`src/cbas_fifo.sv`:
```
module cbas_fifo #(
  parameter int WIDTH = 8,
  parameter int DEPTH = 4,
  localparam int PW = (DEPTH > 1) ? $clog2(DEPTH) : 1
) (
  input  logic             clk_i,
  input  logic             rst_ni,
  input  logic             push_i,
  input  logic [WIDTH-1:0] data_i,
  output logic             full_o,
  input  logic             pop_i,
  output logic [WIDTH-1:0] data_o,
  output logic             empty_o
);

  logic [WIDTH-1:0] mem_q [DEPTH];
  logic [PW-1:0]    wp_q, rp_q;
  logic [PW:0]      cnt_q;
  logic             do_push, do_pop;

  assign full_o  = (cnt_q == (PW + 1)'(DEPTH));
  assign empty_o = (cnt_q == '0);
  assign do_push = push_i && !full_o;
  assign do_pop  = pop_i && !empty_o;
  assign data_o  = mem_q[rp_q];

  always_ff @(posedge clk_i) begin
    if (do_push) begin
      mem_q[wp_q] <= data_i;
    end
  end

  always_ff @(posedge clk_i or negedge rst_ni) begin
    if (!rst_ni) begin
      wp_q  <= '0;
      rp_q  <= '0;
      cnt_q <= '0;
    end else begin
      if (do_push) begin
        wp_q <= (wp_q == PW'(DEPTH - 1)) ? '0 : wp_q + 1'b1;
      end
      if (do_pop) begin
        rp_q <= (rp_q == PW'(DEPTH - 1)) ? '0 : rp_q + 1'b1;
      end
      if (do_push && !do_pop) begin
        cnt_q <= cnt_q + 1'b1;
      end else if (do_pop && !do_push) begin
        cnt_q <= cnt_q - 1'b1;
      end
    end
  end

endmodule

```
`config.mk`:
```
export PLATFORM = sky130hd
export DESIGN_NAME = cbas_fifo
export DESIGN_NICKNAME = d
export VERILOG_FILES = /design/src/cbas_fifo.sv
export SDC_FILE = /design/constraint.sdc
export NUM_CORES = 1
export LEC_CHECK = 0
export BUFFER_PORTS_ARGS = -buffer_cell sky130_fd_sc_hd__buf_2
export CORE_AREA = 5 5 63 65
export CTS_CLUSTER_SIZE = 14
export DETAILED_ROUTE_END_ITERATION = 8
export DIE_AREA = 0 0 68 70
export PLACE_DENSITY_LB_ADDON = 0.08
export SLEW_MARGIN = 5
export SYNTH_ARGS = -nofsm -noshare
export SYNTH_HDL_FRONTEND = slang
export SYNTH_SLANG_ARGS = --single-unit
export TNS_END_PERCENT = 100
```
`constraint.sdc`:
```
create_clock -name clk_i -period 5.2 [get_ports clk_i]
set_input_delay 0.78 -clock clk_i [delete_from_list [all_inputs] [get_ports clk_i]]
set_output_delay 0.78 -clock clk_i [all_outputs]
set_load 0.05 [all_outputs]
```
==> summary.md, run 1 <==
| Metric | Value |
|---|---|
| Status | completed |
| Total track usage | 0.117 |
| Slew Viols, Final | 0 |
| Final period util | 0.508 |
| Detailed placer's ending HPWL | 1620 um |
| Die area | 4760 sq um |
| Switching power | 0.444 mW |
| Clock Tree Buf Depth | 2 |
| Clk slew on worst S/H paths | 100 ps |
| Wirelength per Cell | 15.6 um |
| Final worst setup slack | 2560 ps |
| Hold WC Path Type | in -> async |
| Max-slew headroom | 0.603 |
| Initial antenna violation count | 0 |
| CP Data Arrival Time | 1860 ps |
| Vias | 758 |
| Area delta synth->final | 11.9% |
| Largest net degree at the start of global routing | 12 |
| # port buffers | 21 |
| Critical path endpoint category | primary output |
| Worst-path fanout max | 11 |
| Post-Syn Area | 1620 sq um |
| Grt ovf | 0 |
| Most common cell after layout, fill and taps aside | edfxtp_1 |
| Flop pwr share | 0.451 |
| Vias per inst | 5.02 |
| Post-synthesis register bit count | 39 |
| YS warnings | 0 |
| Internal power | 0.657 mW |
| Final Hold Viols | 0 |
| Hold-fix buffers, CTS | 0 |
| Vias in the first global route | 783 |
| Gpl congestion | 0.730 |
| Worst R2R Start | cnt_q[2] |
| Core Box Area | 3280 sq um |
| CTS tree | done |
| Setup violators final | 0 |
| Root buf cell | clkbuf_4 |
| Clock sinks | 39 |
| Syn avg cell area | 20.5 sq um |
| # Post-CTS Setup Buffers | 0 |
| FP Rows | 21 |
| Reg2reg setup slack | 3190 ps |
| Unrepaired setup endpoints after global routing | no |
| Pre-CTS worst setup slack | 2870 ps |
| Most frequent cells in the layout | edfxtp_1 (32), buf_2 (21), mux4_2 (8), dfrtp_1 (7), ha_1 (6) |
| Share of layout cells above drive strength 1 | 0.448 |
| Static Leak | 0.683 nW |
| Switching Fraction | 0.403 |
| Minimum clock period | 2640 ps |
| Pwr/cell area | 607 nW/um^2 |
| TNS Setup | 0 ps |
| Post-route clock skew | 7.92 ps |
| Num ports | 22 |
| Initial drt markers | 40 |
| H-tree levels | 2 |
| Num CTS Buffers | 5 |
| Reg-to-reg critical path endpoint | cnt_q[2] |
| Drt drc | 0 |
| Clock power share | 0.127 |
| Max capacitance violation total | 0 |
| CP startpoint | rp_q[0] |
| Worst-Margin Slew | 595 ps |
| Post-route ant nets | 0 |
| WL final | 2360 um |
| Resized Gates After CTS | 0 |
| Fmax | 379 MHz |
| Worst skew pair latency | 320 ps |
| Type of the worst setup path | reg -> out |
| Starting Density | 0.493 |
| Worst r2r path cells | 8 |
| DRT Pass-1 Iters | 2 |
| Unique masters post-synth | 19 |
| Die span in y | 70 um |
| Post-layout net count | 123 |
| Die Width | 68 um |
| Comb pwr share | 0.422 |
| Seq/Total Area, Yosys | 0.701 |
| CP Data Required Time | 4420 ps |
| Syn Inst Count | 79 |
| # diodes | 0 |
| Crit path to | data_o[5] |
| Syn Nets | 98 |
| First-pass GRT wire length | 4030 um |
| Max VDD drop | 259 uV |
| Startpoint types | flip-flop |
per-layer routing:
layer	GRT usage	wire length, um
met5	0	0
met1	0.154	1040
met2	0.176	1140
met3	0.0481	159
met4	0.0331	18
cell type report:
cell class	instances	area (sq um)
inverter	3	11.3
timing repair buffer	21	105
fill	270	1470
sequential	39	1140
clock inverter	1	5.00
multi-input combinational	34	453
tap	46	57.6
clock buffer	7	45.0
state kept, by name, summed over array words and instances, names as in the netlist:
signal	cells
mem_q	32
cnt_q	3
rp_q	2
wp_q	2
through the flow:
step	area [sq um]	cells	hold WS [ps]	utilization	power [mW]
floorplan	1620	79	464	-	0.882
global placement	1760	143	492	0.537	0.972
detailed placement	1760	143	489	0.537	0.978
CTS	1810	151	265	0.552	1.12
global route	1810	151	243	0.552	1.18
finish	1810	151	279	0.552	1.10
cells in the mapped netlist (all sizes together):
cell | instances | area (sq um)
edfxtp | 32 | 961
mux4 | 8 | 180
dfrtp | 7 | 175
ha | 6 | 75.1
mux2 | 5 | 63.8
and2 | 4 | 30.0
buf | 3 | 20.0
inv | 3 | 11.3
nor2 | 3 | 11.3
xor2 | 2 | 17.5
fa | 1 | 20.0
nand2b | 1 | 13.8
nor2b | 1 | 8.76
nor3 | 1 | 5.00
nor3b | 1 | 18.8
xnor2 | 1 | 8.76
cells by family (layout without fill, tap and decap cells):
| group | after synthesis | count (layout) | synth area share |
|---|---|---|---|
| AND/OR/NAND/NOR | 11 | 11 | 0.0541 |
| multiplexers | 13 | 13 | 0.151 |
| buffers and inverters | 6 | 32 | 0.0193 |
| flip-flops | 39 | 39 | 0.701 |
| XOR/XNOR | 3 | 3 | 0.0162 |
| adder cells (fa/ha/maj) | 7 | 7 | 0.0587 |
worst min-delay path by stage:
stage	start	to	slack [ps]	depth (start not counted)
floorplan	cnt_q[2]	cnt_q[2]	460	1
global placement	cnt_q[2]	cnt_q[2]	490	1
detailed placement	cnt_q[2]	cnt_q[2]	490	1
CTS	rst_ni	cnt_q[0]	270	1
global route	rst_ni	cnt_q[0]	240	1
finish	rst_ni	wp_q[0]	280	1
worst max-delay path, cell delays in order, from the launching register on:
cell     delay [ps]
dfrtp_1         740
mux4_2          580
buf_2           230
power groups by stage:
stage / sequential (mW) / clock, mW / combinational, mW
2_1_floorplan: 0.462 / 0 / 0.420
3_3_place_gp: 0.505 / 0 / 0.468
3_5_place_dp: 0.506 / 0 / 0.472
4_1_cts: 0.500 / 0.147 / 0.472
5_1_grt: 0.510 / 0.164 / 0.504
6_report: 0.496 / 0.139 / 0.465
Power figures use the tool's default switching activity.
==> inputs of run 2 (changes only) <==
==> constraint.sdc (replaced) <==
create_clock -name clk_i -period 2.5 [get_ports clk_i]
set_input_delay 0.375 -clock clk_i [delete_from_list [all_inputs] [get_ports clk_i]]
set_output_delay 0.375 -clock clk_i [all_outputs]
set_load 0.05 [all_outputs]
==> run 2 against run 1 <==
Compared with the run above:
- critical path type unchanged
- global-route usage up 0.56 points
- register-to-register slack worse by 2800 ps
- final cell count up 0.66%
- via count down 0.26%
- core utilization up 0.53 points
- highest routed layer unchanged
- worst hold slack worse by 34 ps
- clock power up 120%
- critical path depth unchanged
==> summary.md, run 2 (synthesis gave the netlist of run 1 again) <==
| Metric | Value |
|---|---|
| Status | completed (unchanged) |
| Switching Fraction | 0.411 (was 0.403) |
| Core Box Area | 3280 sq um (unchanged) |
| Gpl congestion | 0.740 (was 0.730) |
| Multi-input logic area | 458 sq um (was 453 sq um) |
| Startpoint types | flip-flop (unchanged) |
| Vias per inst | 4.97 (was 5.02) |
| # Post-CTS Setup Buffers | 0 (unchanged) |
| Largest net degree at the start of global routing | 13 (was 12) |
| Worst-path fanout max | 11 (unchanged) |
| Fill count | 274 (was 270) |
| Resized Gates After CTS | 0 (unchanged) |
| Setup violators final | 0 (unchanged) |
| Switching power | 0.953 mW (was 0.444 mW) |
| Max capacitance violation total | 0 (unchanged) |
| Die area | 4760 sq um (unchanged) |
| WL final | 2550 um (was 2360 um) |
| Post-layout net count | 124 (was 123) |
| Initial antenna violation count | 0 (unchanged) |
| Routed metal-1 wire length | 1090 um (was 1040 um) |
| # port buffers | 21 (unchanged) |
| Minimum clock period | 2260 ps |
| Hold WC Path Type | in -> reg (was in -> async) |
| Max VDD drop | 695 uV (was 259 uV) |
| Pwr/cell area | 1270 nW/um^2 (was 607 nW/um^2) |
| Initial drt markers | 54 (was 40) |
| Wirelength per Cell | 16.8 um (was 15.6 um) |
| Die Width | 68 um (unchanged) |
| Critical path endpoint category | primary output (unchanged) |
| Met2 wire length | 1280 um (was 1140 um) |
| H-tree levels | 2 (unchanged) |
| Final period util | 0.902 |
| Final Hold Viols | 0 (unchanged) |
| Clock Tree Buf Depth | 2 (unchanged) |
| Die span in y | 70 um (unchanged) |
| Comb pwr share | 0.420 (was 0.422) |
| Max layer used | met4 (unchanged) |
| Total track usage | 0.122 (was 0.117) |
| Clock power share | 0.131 (was 0.127) |
| Hold_sp | data_i[2] |
| Placed Area | 1770 sq um (was 1760 sq um) |
| Regs by FF count | mem_q: 32 flops, cnt_q: 3 flops (unchanged) |
| Num CTS Buffers | 5 (unchanged) |
| Unrepaired setup endpoints after global routing | no (unchanged) |
| Placed Instances | 143 (unchanged) |
| Worst skew pair latency | 330 ps (was 320 ps) |
| Num ports | 22 (unchanged) |
| # diodes | 0 (unchanged) |
| Most common cell after layout, fill and taps aside | edfxtp_1 (unchanged) |
| Detailed placer's ending HPWL | 1760 um (was 1620 um) |
| Vias | 756 (was 758) |
| Max-slew headroom | 0.602 (was 0.603) |
| Register area | 1140 sq um (unchanged) |
| Root buf cell | clkbuf_4 (unchanged) |
| CP Data Required Time | 2120 ps (was 4420 ps) |
| CP Data Arrival Time | 1880 ps (was 1860 ps) |
| FP Rows | 21 (unchanged) |
| Fin cells | 152 (was 151) |
| Drt drc | 0 (unchanged) |
| Internal power | 1.36 mW (was 0.657 mW) |
| Static Leak | 0.685 nW (was 0.683 nW) |
| DRT Pass-1 Iters | 3 (was 2) |
| Grt ovf | 0 (unchanged) |
| Largest Register | mem_q (unchanged) |
| First-pass GRT wire length | 4100 um (was 4030 um) |
| Cell area after layout | 1830 sq um (was 1810 sq um) |
| Worst-Margin Slew | 597 ps (was 595 ps) |
| Fmax | 443 MHz |
| Share of layout cells above drive strength 1 | 0.453 (was 0.448) |
| CP startpoint | rp_q[0] (unchanged) |
| Met3 WL | 137 um (was 159 um) |
| Most frequent cells in the layout | edfxtp_1 (32), buf_2 (21), mux4_2 (8), dfrtp_1 (7), ha_1 (6) (unchanged) |
| Starting Density | 0.493 (unchanged) |
| Number of flip-flops in the largest register | 32 (unchanged) |
| Slew Viols, Final | 0 (unchanged) |
| Post-route clock skew | 4.74 ps (was 7.92 ps) |
| Vias in the first global route | 789 (was 783) |
| Clk slew on worst S/H paths | 110 ps (was 100 ps) |
| Flop pwr share | 0.449 (was 0.451) |
| CTS tree | done (unchanged) |
| Post-route ant nets | 0 (unchanged) |
| Area delta synth->final | 13.0% (was 11.9%) |
| Worst R2R Start | cnt_q[2] (unchanged) |
| Clock sinks | 39 (unchanged) |
| Type of the worst setup path | reg -> out (unchanged) |
| TNS Setup | 0 ps (unchanged) |
[run 2: metal layers]
layer / GRT usage / up-vias
li1: - / 352
met1: 0.148 / 379
met2: 0.190 / 19
met3: 0.0529 / 6
met4: 0.0464 / 0
met5: 0 / -
[run 2: power by group through the flow]
stage                     logic [mW]  registers [mW]  clock network (mW)
after floorplan                0.875           0.965                   0
after global placement         0.970            1.05                   0
after global routing            1.04            1.07               0.348
after CTS                      0.992            1.05               0.316
after detailed placement       0.990            1.06                   0
final                          0.974            1.04               0.302
[run 2: layout make-up]
class / count / area share
clock buffers: 5 / 0.0205
clock inverters: 3 / 0.00820
inverters: 3 / 0.00615
multi-input cells: 34 / 0.250
flip-flops and latches: 39 / 0.621
well taps: 46 / 0.0314
repair buffers: 22 / 0.0629
[run 2: repair_timing]
item	in CTS	in global routing
endpoints found under the hold margin	7	0
endpoints found under the setup margin	0	0
hold buffers	1	0
[run 2: worst paths after layout]
kind / to / slack (ps) / depth (start not counted)
worst max-delay path: data_o[5] / 240 / 2
worst min-delay path: mem_q[1][2] / 240 / 1
worst max register to register: cnt_q[2] / 420 / 8
worst min register to register: cnt_q[2] / 550 / 1
max in group asynchronous: cnt_q[0] / 1930 / 2
min in group asynchronous: cnt_q[2] / 400 / 2
[run 2: stage by stage]
stage	util	hold WS, ps	total power [mW]	setup WS (ps)
2_1_floorplan	-	79.4	1.84	17.8
3_3_place_gp	0.538	222	2.02	566
3_5_place_dp	0.538	229	2.05	445
4_1_cts	0.557	226	2.36	185
5_1_grt	0.557	217	2.46	97.1
6_report	0.557	245	2.32	245
[run 2: critical path, stage by stage (launching register included)]
cell,delay (ps)
dfrtp_1,740
mux4_2,570
buf_2,230
