===== src/cbas_pkg.sv =====
package cbas_pkg;

  localparam int PIX_W  = 24;
  localparam int XY_W   = 12;
  localparam int CFG_DW = 25;
  localparam int CFG_IW = 3;

  localparam logic ACT_WRITE  = 1'b0;
  localparam logic ACT_RENDER = 1'b1;

  typedef enum logic [CFG_IW-1:0] {
    CFG_SRC_WIDTH,
    CFG_SRC_HEIGHT,
    CFG_COL_STEP,
    CFG_VIEW_OFFSET,
    CFG_TOP_ROW,
    CFG_ROW_STEP,
    CFG_OUT_WIDTH,
    CFG_OUT_HEIGHT
  } cbas_cfg_idx_e;

  typedef struct packed {
    logic [7:0] red;
    logic [7:0] green;
    logic [7:0] blue;
  } cbas_pix_t;

  typedef struct packed {
    logic [9:0]  src_width;
    logic [8:0]  src_height;
    logic [24:0] col_step;
    logic [19:0] view_offset;
    logic [24:0] top_row;
    logic [23:0] row_step;
    logic [12:0] out_width;
    logic [12:0] out_height;
  } cbas_cfg_t;

  typedef struct packed {
    logic            action;
    logic [7:0]      src_row;
    logic [8:0]      src_col;
    logic [7:0]      red_in;
    logic [7:0]      green_in;
    logic [7:0]      blue_in;
    logic [XY_W-1:0] out_x;
    logic [XY_W-1:0] out_y;
  } cbas_in_t;

  typedef struct packed {
    logic [7:0]      out_red;
    logic [7:0]      out_green;
    logic [7:0]      out_blue;
    logic [XY_W-1:0] pixel_x;
    logic [XY_W-1:0] pixel_y;
  } cbas_out_t;

endpackage


===== src/cbas_front.sv =====
module cbas_front import cbas_pkg::*; #(
  parameter int MAX_COLS = 512,
  parameter int MAX_ROWS = 256,
  localparam int ADDR_W = (MAX_COLS * MAX_ROWS > 1) ? $clog2(MAX_COLS * MAX_ROWS) : 1,
  localparam int CNT_W  = $clog2(MAX_ROWS + 1),
  localparam int CMD_W  = 1 + ADDR_W + PIX_W + CNT_W + 2 * XY_W
) (
  input  logic             clk_i,
  input  logic             rst_ni,
  input  cbas_cfg_t        cfg_i,
  input  logic             in_valid_i,
  output logic             in_stall_o,
  input  cbas_in_t         in_data_i,
  output logic             cmd_valid_o,
  input  logic             cmd_full_i,
  output logic [CMD_W-1:0] cmd_o
);

  localparam int COL_W = (MAX_COLS > 1) ? $clog2(MAX_COLS) : 1;

  typedef struct packed {
    logic              kind;
    logic [ADDR_W-1:0] addr;
    cbas_pix_t         pix;
    logic [CNT_W-1:0]  cnt;
    logic [XY_W-1:0]   x;
    logic [XY_W-1:0]   y;
  } cmd_t;

  typedef struct packed {
    logic              kind;
    logic [XY_W-1:0]   x;
    logic [XY_W-1:0]   y;
    logic [ADDR_W-1:0] waddr;
    cbas_pix_t         pix;
    logic [45:0]       cprod;
    logic [35:0]       rprod_a;
    logic [36:0]       rprod_b;
  } s1_t;

  typedef struct packed {
    logic              kind;
    logic [XY_W-1:0]   x;
    logic [XY_W-1:0]   y;
    logic [ADDR_W-1:0] waddr;
    cbas_pix_t         pix;
    logic [COL_W-1:0]  col;
    logic [37:0]       a;
    logic [37:0]       bp;
  } s2_t;

  logic  v1_q, v2_q, v3_q;
  logic  en1, en2, en3;
  s1_t   s1_q, s1_d;
  s2_t   s2_q, s2_d;
  cmd_t  cmd_q, cmd_d;
  logic  accept, in_store, in_view, keep;
  logic [20:0] vx;
  logic [12:0] y_next;
  logic [12:0] w_sat, h_sat, wm1, hm1;
  logic [29:0] col_full;
  logic [21:0] y0f, y1f;
  logic [12:0] y0c, lo, y1c;
  logic [20:0] y1t;
  logic [ADDR_W-1:0] base;

  // Handshake ripples back through the three stages and the queue.
  assign en3        = !v3_q || !cmd_full_i;
  assign en2        = !v2_q || en3;
  assign en1        = !v1_q || en2;
  assign in_stall_o = !en1;
  assign accept     = in_valid_i && en1;

  assign cmd_valid_o = v3_q;
  assign cmd_o       = cmd_q;

  // Source size used as if saturated into the store's range.
  always_comb begin
    if (cfg_i.src_width == '0) begin
      w_sat = 13'd1;
    end else if (13'(cfg_i.src_width) > 13'(MAX_COLS)) begin
      w_sat = 13'(MAX_COLS);
    end else begin
      w_sat = 13'(cfg_i.src_width);
    end
    if (cfg_i.src_height == '0) begin
      h_sat = 13'd1;
    end else if (13'(cfg_i.src_height) > 13'(MAX_ROWS)) begin
      h_sat = 13'(MAX_ROWS);
    end else begin
      h_sat = 13'(cfg_i.src_height);
    end
  end

  assign wm1 = w_sat - 13'd1;
  assign hm1 = h_sat - 13'd1;

  // Stage 1: classify the word and start the column and row multiplications.
  assign in_store = (32'(in_data_i.src_row) < MAX_ROWS) && (32'(in_data_i.src_col) < MAX_COLS);
  assign in_view  = ({1'b0, in_data_i.out_x} < cfg_i.out_width) &&
                    ({1'b0, in_data_i.out_y} < cfg_i.out_height);
  assign keep     = (in_data_i.action == ACT_WRITE) ? in_store : in_view;
  assign vx       = 21'(cfg_i.view_offset) + 21'(in_data_i.out_x);
  assign y_next   = 13'(in_data_i.out_y) + 13'd1;

  always_comb begin
    s1_d.kind    = in_data_i.action;
    s1_d.x       = in_data_i.out_x;
    s1_d.y       = in_data_i.out_y;
    s1_d.waddr   = ADDR_W'(in_data_i.src_row) * ADDR_W'(MAX_COLS) +
                   ADDR_W'(in_data_i.src_col);
    s1_d.pix     = {in_data_i.red_in, in_data_i.green_in, in_data_i.blue_in};
    s1_d.cprod   = 46'(vx) * 46'(cfg_i.col_step);
    s1_d.rprod_a = 36'(in_data_i.out_y) * 36'(cfg_i.row_step);
    s1_d.rprod_b = 37'(y_next) * 37'(cfg_i.row_step);
  end

  // Stage 2: column clamp and the two fixed point row bounds.
  assign col_full = s1_q.cprod[45:16];

  always_comb begin
    s2_d.kind  = s1_q.kind;
    s2_d.x     = s1_q.x;
    s2_d.y     = s1_q.y;
    s2_d.waddr = s1_q.waddr;
    s2_d.pix   = s1_q.pix;
    if (col_full > 30'(wm1)) begin
      s2_d.col = COL_W'(wm1);
    end else begin
      s2_d.col = COL_W'(col_full);
    end
    s2_d.a  = 38'($signed(cfg_i.top_row)) + 38'(s1_q.rprod_a);
    // Adding just under one before the floor gives the ceiling of the end bound.
    s2_d.bp = 38'($signed(cfg_i.top_row)) + 38'(s1_q.rprod_b) + 38'd65535;
  end

  // Stage 3: integer rows, clamping, row count and the first address.
  assign y0f = s2_q.a[37:16];
  assign y1f = s2_q.bp[37:16];

  always_comb begin
    if (y0f[21]) begin
      y0c = '0;
    end else if (y0f[20:0] > 21'(hm1)) begin
      y0c = hm1;
    end else begin
      y0c = y0f[12:0];
    end
    lo = y0c + 13'd1;
    if (y1f[21] || (y1f[20:0] < 21'(lo))) begin
      y1t = 21'(lo);
    end else begin
      y1t = y1f[20:0];
    end
    if (y1t > 21'(h_sat)) begin
      y1c = h_sat;
    end else begin
      y1c = y1t[12:0];
    end
  end

  assign base = ADDR_W'(y0c) * ADDR_W'(MAX_COLS) + ADDR_W'(s2_q.col);

  always_comb begin
    cmd_d.kind = s2_q.kind;
    cmd_d.addr = (s2_q.kind == ACT_WRITE) ? s2_q.waddr : base;
    cmd_d.pix  = s2_q.pix;
    cmd_d.cnt  = CNT_W'(y1c - y0c);
    cmd_d.x    = s2_q.x;
    cmd_d.y    = s2_q.y;
  end

  always_ff @(posedge clk_i) begin
    if (en1) begin
      s1_q <= s1_d;
    end
    if (en2) begin
      s2_q <= s2_d;
    end
    if (en3) begin
      cmd_q <= cmd_d;
    end
  end

  always_ff @(posedge clk_i or negedge rst_ni) begin
    if (!rst_ni) begin
      v1_q <= 1'b0;
      v2_q <= 1'b0;
      v3_q <= 1'b0;
    end else begin
      if (en1) begin
        v1_q <= accept && keep;
      end
      if (en2) begin
        v2_q <= v1_q;
      end
      if (en3) begin
        v3_q <= v2_q;
      end
    end
  end

endmodule


===== config.mk =====
export PLATFORM = sky130hd
export DESIGN_NAME = cbas_front
export DESIGN_NICKNAME = d
export VERILOG_FILES = /design/src/cbas_pkg.sv /design/src/cbas_front.sv
export SDC_FILE = /design/constraint.sdc
export NUM_CORES = 2
export LEC_CHECK = 0
export ABC_AREA = 1
export BUFFER_PORTS_ARGS = -buffer_cell sky130_fd_sc_hd__buf_2
export CAP_MARGIN = 20
export CORE_AREA = 2 2 516 262
export CTS_CLUSTER_SIZE = 16
export DETAILED_ROUTE_END_ITERATION = 8
export DIE_AREA = 0 0 518 264
export GPL_ROUTABILITY_DRIVEN = 0
export GPL_TIMING_DRIVEN = 0
export PLACE_DENSITY = 0.53
export SKIP_LAST_GASP = 1
export SLEW_MARGIN = 20
export SYNTH_ARGS = -nofsm -noshare
export SYNTH_HDL_FRONTEND = slang
export SYNTH_SLANG_ARGS = --single-unit

===== constraint.sdc =====
create_clock -name clk_i -period 12.1 [get_ports clk_i]
set_clock_uncertainty 0.15 [all_clocks]
set_input_delay 1.21 -clock clk_i [delete_from_list [all_inputs] [get_ports clk_i]]
set_output_delay 1.21 -clock clk_i [all_outputs]
set_load 0.05 [all_outputs]

==> qor_table.md <==
| Item | This run | Unit |
|---|---|---|
| Clock-pin slew on the worst setup and hold paths | 0.06 | ns |
| Cell type contributing the most total cell area after synthesis | sky130_fd_sc_hd__fa_1 | - |
| Final routed wirelength across all metal layers | 193,600 | um |
| Setup repair bufs after CTS | 0 | - |
| Count of pins on the block boundary | 286 | - |
| Family with the most delay on the worst path | simple AND/OR/NAND/NOR gates | - |
| Hold violation count in the final report | 0 | - |
| Number of global-route vias before repair | 41.52k | - |
| Worst slack at placement | 0.4373 | ns |
| Slowest cell on the critical path | sky130_fd_sc_hd__o21ai_0 | - |
| Count of standard-cell rows | 95 | - |
| Crit-path max cell delay | 0.46 | ns |
| Data required time of the worst path | 12.33 | ns |
| Routed vias/inst | 5.202 | - |
| Fmax | 0.08933 | GHz |
| Most prevalent standard cell on the critical path | sky130_fd_sc_hd__nand2_1 | - |
| Vias | 42.58k | - |
| Critical path capture point type | flop | - |
| Biggest area contributors in the synthesized netlist | sky130_fd_sc_hd__fa_1 33%, sky130_fd_sc_hd__edfxtp_1 20%, sky130_fd_sc_hd__ha_1 12% | - |
| Final-layout fill cell count | 13.18k | - |
| Class of the worst hold path | primary input to asynchronous set/reset pin | - |
| Worst-case headroom to the max-slew limit | 15.67 | % |
| Clock insertion delay at the later pin of the skew report | 0.61 | ns |
| Number of buffers created by CTS | 41 | - |
| Placed wire-length estimate after detailed placement | 165,900 | um |
| Number of buffers inserted by port buffering | 262 | - |
| Sequential element share of the synthesized area | 20.37 | % |
| Final-stage net count | 7,969 | - |
| Share of layout cells above drive strength 1 | 7.030 | % |
| Final non-filler cell area | 59,000 | um2 |
| GR Util All Layers | 28.42 | % |
| CTS Hold Bufs | 0 | - |
| Capture point of the worst path | cmd_o[32] | - |
| Iter 0 DRT Violations | 4,780 | - |
| Post-synth EDFFs | 363 | - |
| Congestion Overflow GR | 0 | - |
| Async set or reset register ratio after synthesis | 0.8197 | % |
| Crit path DAT | 11.42 | ns |
| Maximum level of the CTS H-tree | 2 | - |
| Worst Reg-to-Reg Cells | 53 | - |
| Wire length of the first global-routing pass | 283,300 | um |
| Number of iterations in the first detailed-routing pass | 8 | - |
| FF-to-FF End | cmd_o[32] | - |
| Synth Cell Area | 53,870 | um2 |
| Average wire length per cell after detail routing | 23.65 | um |
| Synthesis warning total | 0 | - |
| Largest driver fanout on the critical path | 10 | - |
| Largest buffer count on any clock path | 3 | - |
| Initial Utilization | 40.61 | % |
| Type of the worst setup path | primary input to flop | - |
| Root cell of the clock tree | sky130_fd_sc_hd__clkbuf_16 | - |
| Top cell type's share of synthesized area | 33.33 | % |
| Post-synthesis area per instance | 8.917 | um2 |
| Slew of the pin with the lowest slew margin | 1.265 | ns |
| Cells resized by post-CTS repair | 0 | - |
| Most frequent standard cell in the layout excluding fill and tap cells | sky130_fd_sc_hd__inv_1 | - |
| Crit path depth | 64 | - |
| Number of nets with antenna violations after detailed routing | 0 | - |
| Critical Path Source | cfg_i[128] | - |
| Number of antenna violations at the first check in global routing | 9 | - |
| Area occupied by multi-input gates | 36,870 | um2 |
| Kind of start point of the critical path | primary input | - |
| Pins over their slew limit | 0 | - |
| Util after Layout | 44.48 | % |
| Post-layout min period | 11.19 | ns |
| Cell count after placement | 8,105 | - |
| FF-to-FF Start | s2_q[66] | - |
| Flop-to-flop setup slack | 2.88 | ns |
| Fin crit share | 92.52 | % |
| Leading register cell type out of synthesis | sky130_fd_sc_hd__edfxtp_1 | - |
| Core region area | 132,700 | um2 |
| Finished Layout Cells | 8,186 | - |
| Drc violations | 0 | - |
| Worst Path Buf+Inv | 15 | - |
| Number of library cell types mapped by synthesis | 62 | - |
| Commonest cells after routing, fill and taps aside | 1,370 x sky130_fd_sc_hd__inv_1, 1,311 x sky130_fd_sc_hd__nand2_1, 897 x sky130_fd_sc_hd__fa_1, 509 x sky130_fd_sc_hd__ha_1, 441 x sky130_fd_sc_hd__nor2_1 | - |
| Sink Count | 366 | - |
| Flip-flop and latch count after synthesis | 366 | - |
| PnR worst setup slack | 0.9055 | ns |
| Final setup violation count | 0 | - |
| Growth of design area from synthesis to finish | 9.523 | % |
| MaxCap Viol Count | 0 | - |
| DIE HEIGHT | 264 | um |
| Placed Area | 57,590 | um2 |
| Sequential cell area | 10,980 | um2 |
| Unrepaired setup endpoints after global routing | no | - |
| Die boundary width | 518 | um |
| Post-synthesis cell count | 6,041 | - |
| Run status | complete, no violations | - |
| CTS tree | yes | - |
| Die Footprint | 136,800 | um2 |
| Maximum number of pins on one net before global-route repair | 96 | - |
-- worst min-delay path by stage --
stage,start,endpoint,slack [ns],cells after the start
after global placement,cmd_d[43],cmd_o[43],0.25,0
final,rst_ni,cmd_valid_o,0.23,1
after global routing,rst_ni,cmd_valid_o,0.19,1
after detailed placement,s1_q[177],cmd_d[17],0.25,0
after floorplan,s1_q[160],cmd_d[0],0.25,0
after CTS,rst_ni,cmd_valid_o,0.18,1
-- routing by layer --
metal	part of all wire [%]	global-route usage, %	wire [um]	vias up
li1	-	-	-	19043
met1	51	47.43	98600	20884
met2	30	29.60	58530	2490
met3	17	16.38	33740	146
met4	1.0	2.584	1932	18
met5	0.43	3.119	830	-
-- flip-flops by register name, indices dropped and copies added, names as in the netlist --
register / count
cmd_o: 75
cmd_d: 49
v2_q: 1
s2_q: 70
v1_q: 1
col_full: 30
cmd_valid_o: 1
s1_q: 139
-- cell type report --
cell class                      instances  area share [%]
Multi-Input combinational cell       4083           62.48
Clock buffer                           48           1.851
Tap cell                             1794           3.804
Antenna cell                            5         0.02121
Timing Repair Buffer                  267           2.409
Buffer                                212           1.470
Inverter                             1383           8.845
Clock inverter                         28          0.5132
Sequential cell                       366           18.60
-- stage by stage --
stage / setup TNS [ns] / hold slack (ns)
after floorplan: 0 / 0.2503
after global placement: -604.88 / 0.2504
after detailed placement: 0 / 0.2545
after CTS: 0 / 0.1776
after global routing: 0 / 0.1906
final: 0 / 0.2346
-- synth_stat cells (10+ instances only) --
| cell | n |
|---|---|
| sky130_fd_sc_hd__o21ai_2 | 10 |
| sky130_fd_sc_hd__or2_2 | 14 |
| sky130_fd_sc_hd__ha_1 | 509 |
| sky130_fd_sc_hd__nand2_2 | 19 |
| sky130_fd_sc_hd__nand3_2 | 11 |
| sky130_fd_sc_hd__xor2_1 | 112 |
| sky130_fd_sc_hd__o211ai_1 | 11 |
| sky130_fd_sc_hd__a31oi_1 | 36 |
| sky130_fd_sc_hd__fa_1 | 897 |
| sky130_fd_sc_hd__nor3_1 | 17 |
| sky130_fd_sc_hd__buf_2 | 14 |
| sky130_fd_sc_hd__o21a_1 | 19 |
| sky130_fd_sc_hd__nand4_1 | 45 |
| sky130_fd_sc_hd__nand3_1 | 77 |
| sky130_fd_sc_hd__a21oi_1 | 242 |
| sky130_fd_sc_hd__inv_1 | 1372 |
| sky130_fd_sc_hd__o21bai_1 | 12 |
| sky130_fd_sc_hd__o21ai_1 | 14 |
| sky130_fd_sc_hd__nor4_1 | 11 |
| sky130_fd_sc_hd__buf_1 | 23 |
| sky130_fd_sc_hd__xnor2_1 | 50 |
| sky130_fd_sc_hd__o21ai_0 | 128 |
| sky130_fd_sc_hd__nand2_1 | 1312 |
| sky130_fd_sc_hd__nor2_1 | 442 |
| sky130_fd_sc_hd__edfxtp_1 | 363 |
| sky130_fd_sc_hd__a21o_1 | 17 |
| sky130_fd_sc_hd__clkbuf_1 | 169 |
-- cell families (layout without fill, tap and decap cells) --
logic type / Yosys count / count (layout) / synth area share [%]
buf+inv: 1595 / 1938 / 11.27
compound gates: 536 / 536 / 5.679
other cells: 1 / 9 / 0.006961
fa+ha+maj: 1406 / 1406 / 45.16
simple gates: 1974 / 1974 / 14.85
flops: 366 / 366 / 20.37
xor+xnor: 163 / 163 / 2.664
-- worst reg2reg max path: cells and delay by family (launching register included) --
family / cells / cell delay [ns]
xor+xnor: 1 / 0.17
flops: 1 / 0.45
buf+inv: 11 / 1.09
simple gates: 22 / 2.84
compound gates: 13 / 2.41
fa+ha+maj: 6 / 1.86
Power is not shown: default switching activity piles up to over one toggle a cycle in this logic, so the estimate is an artifact.
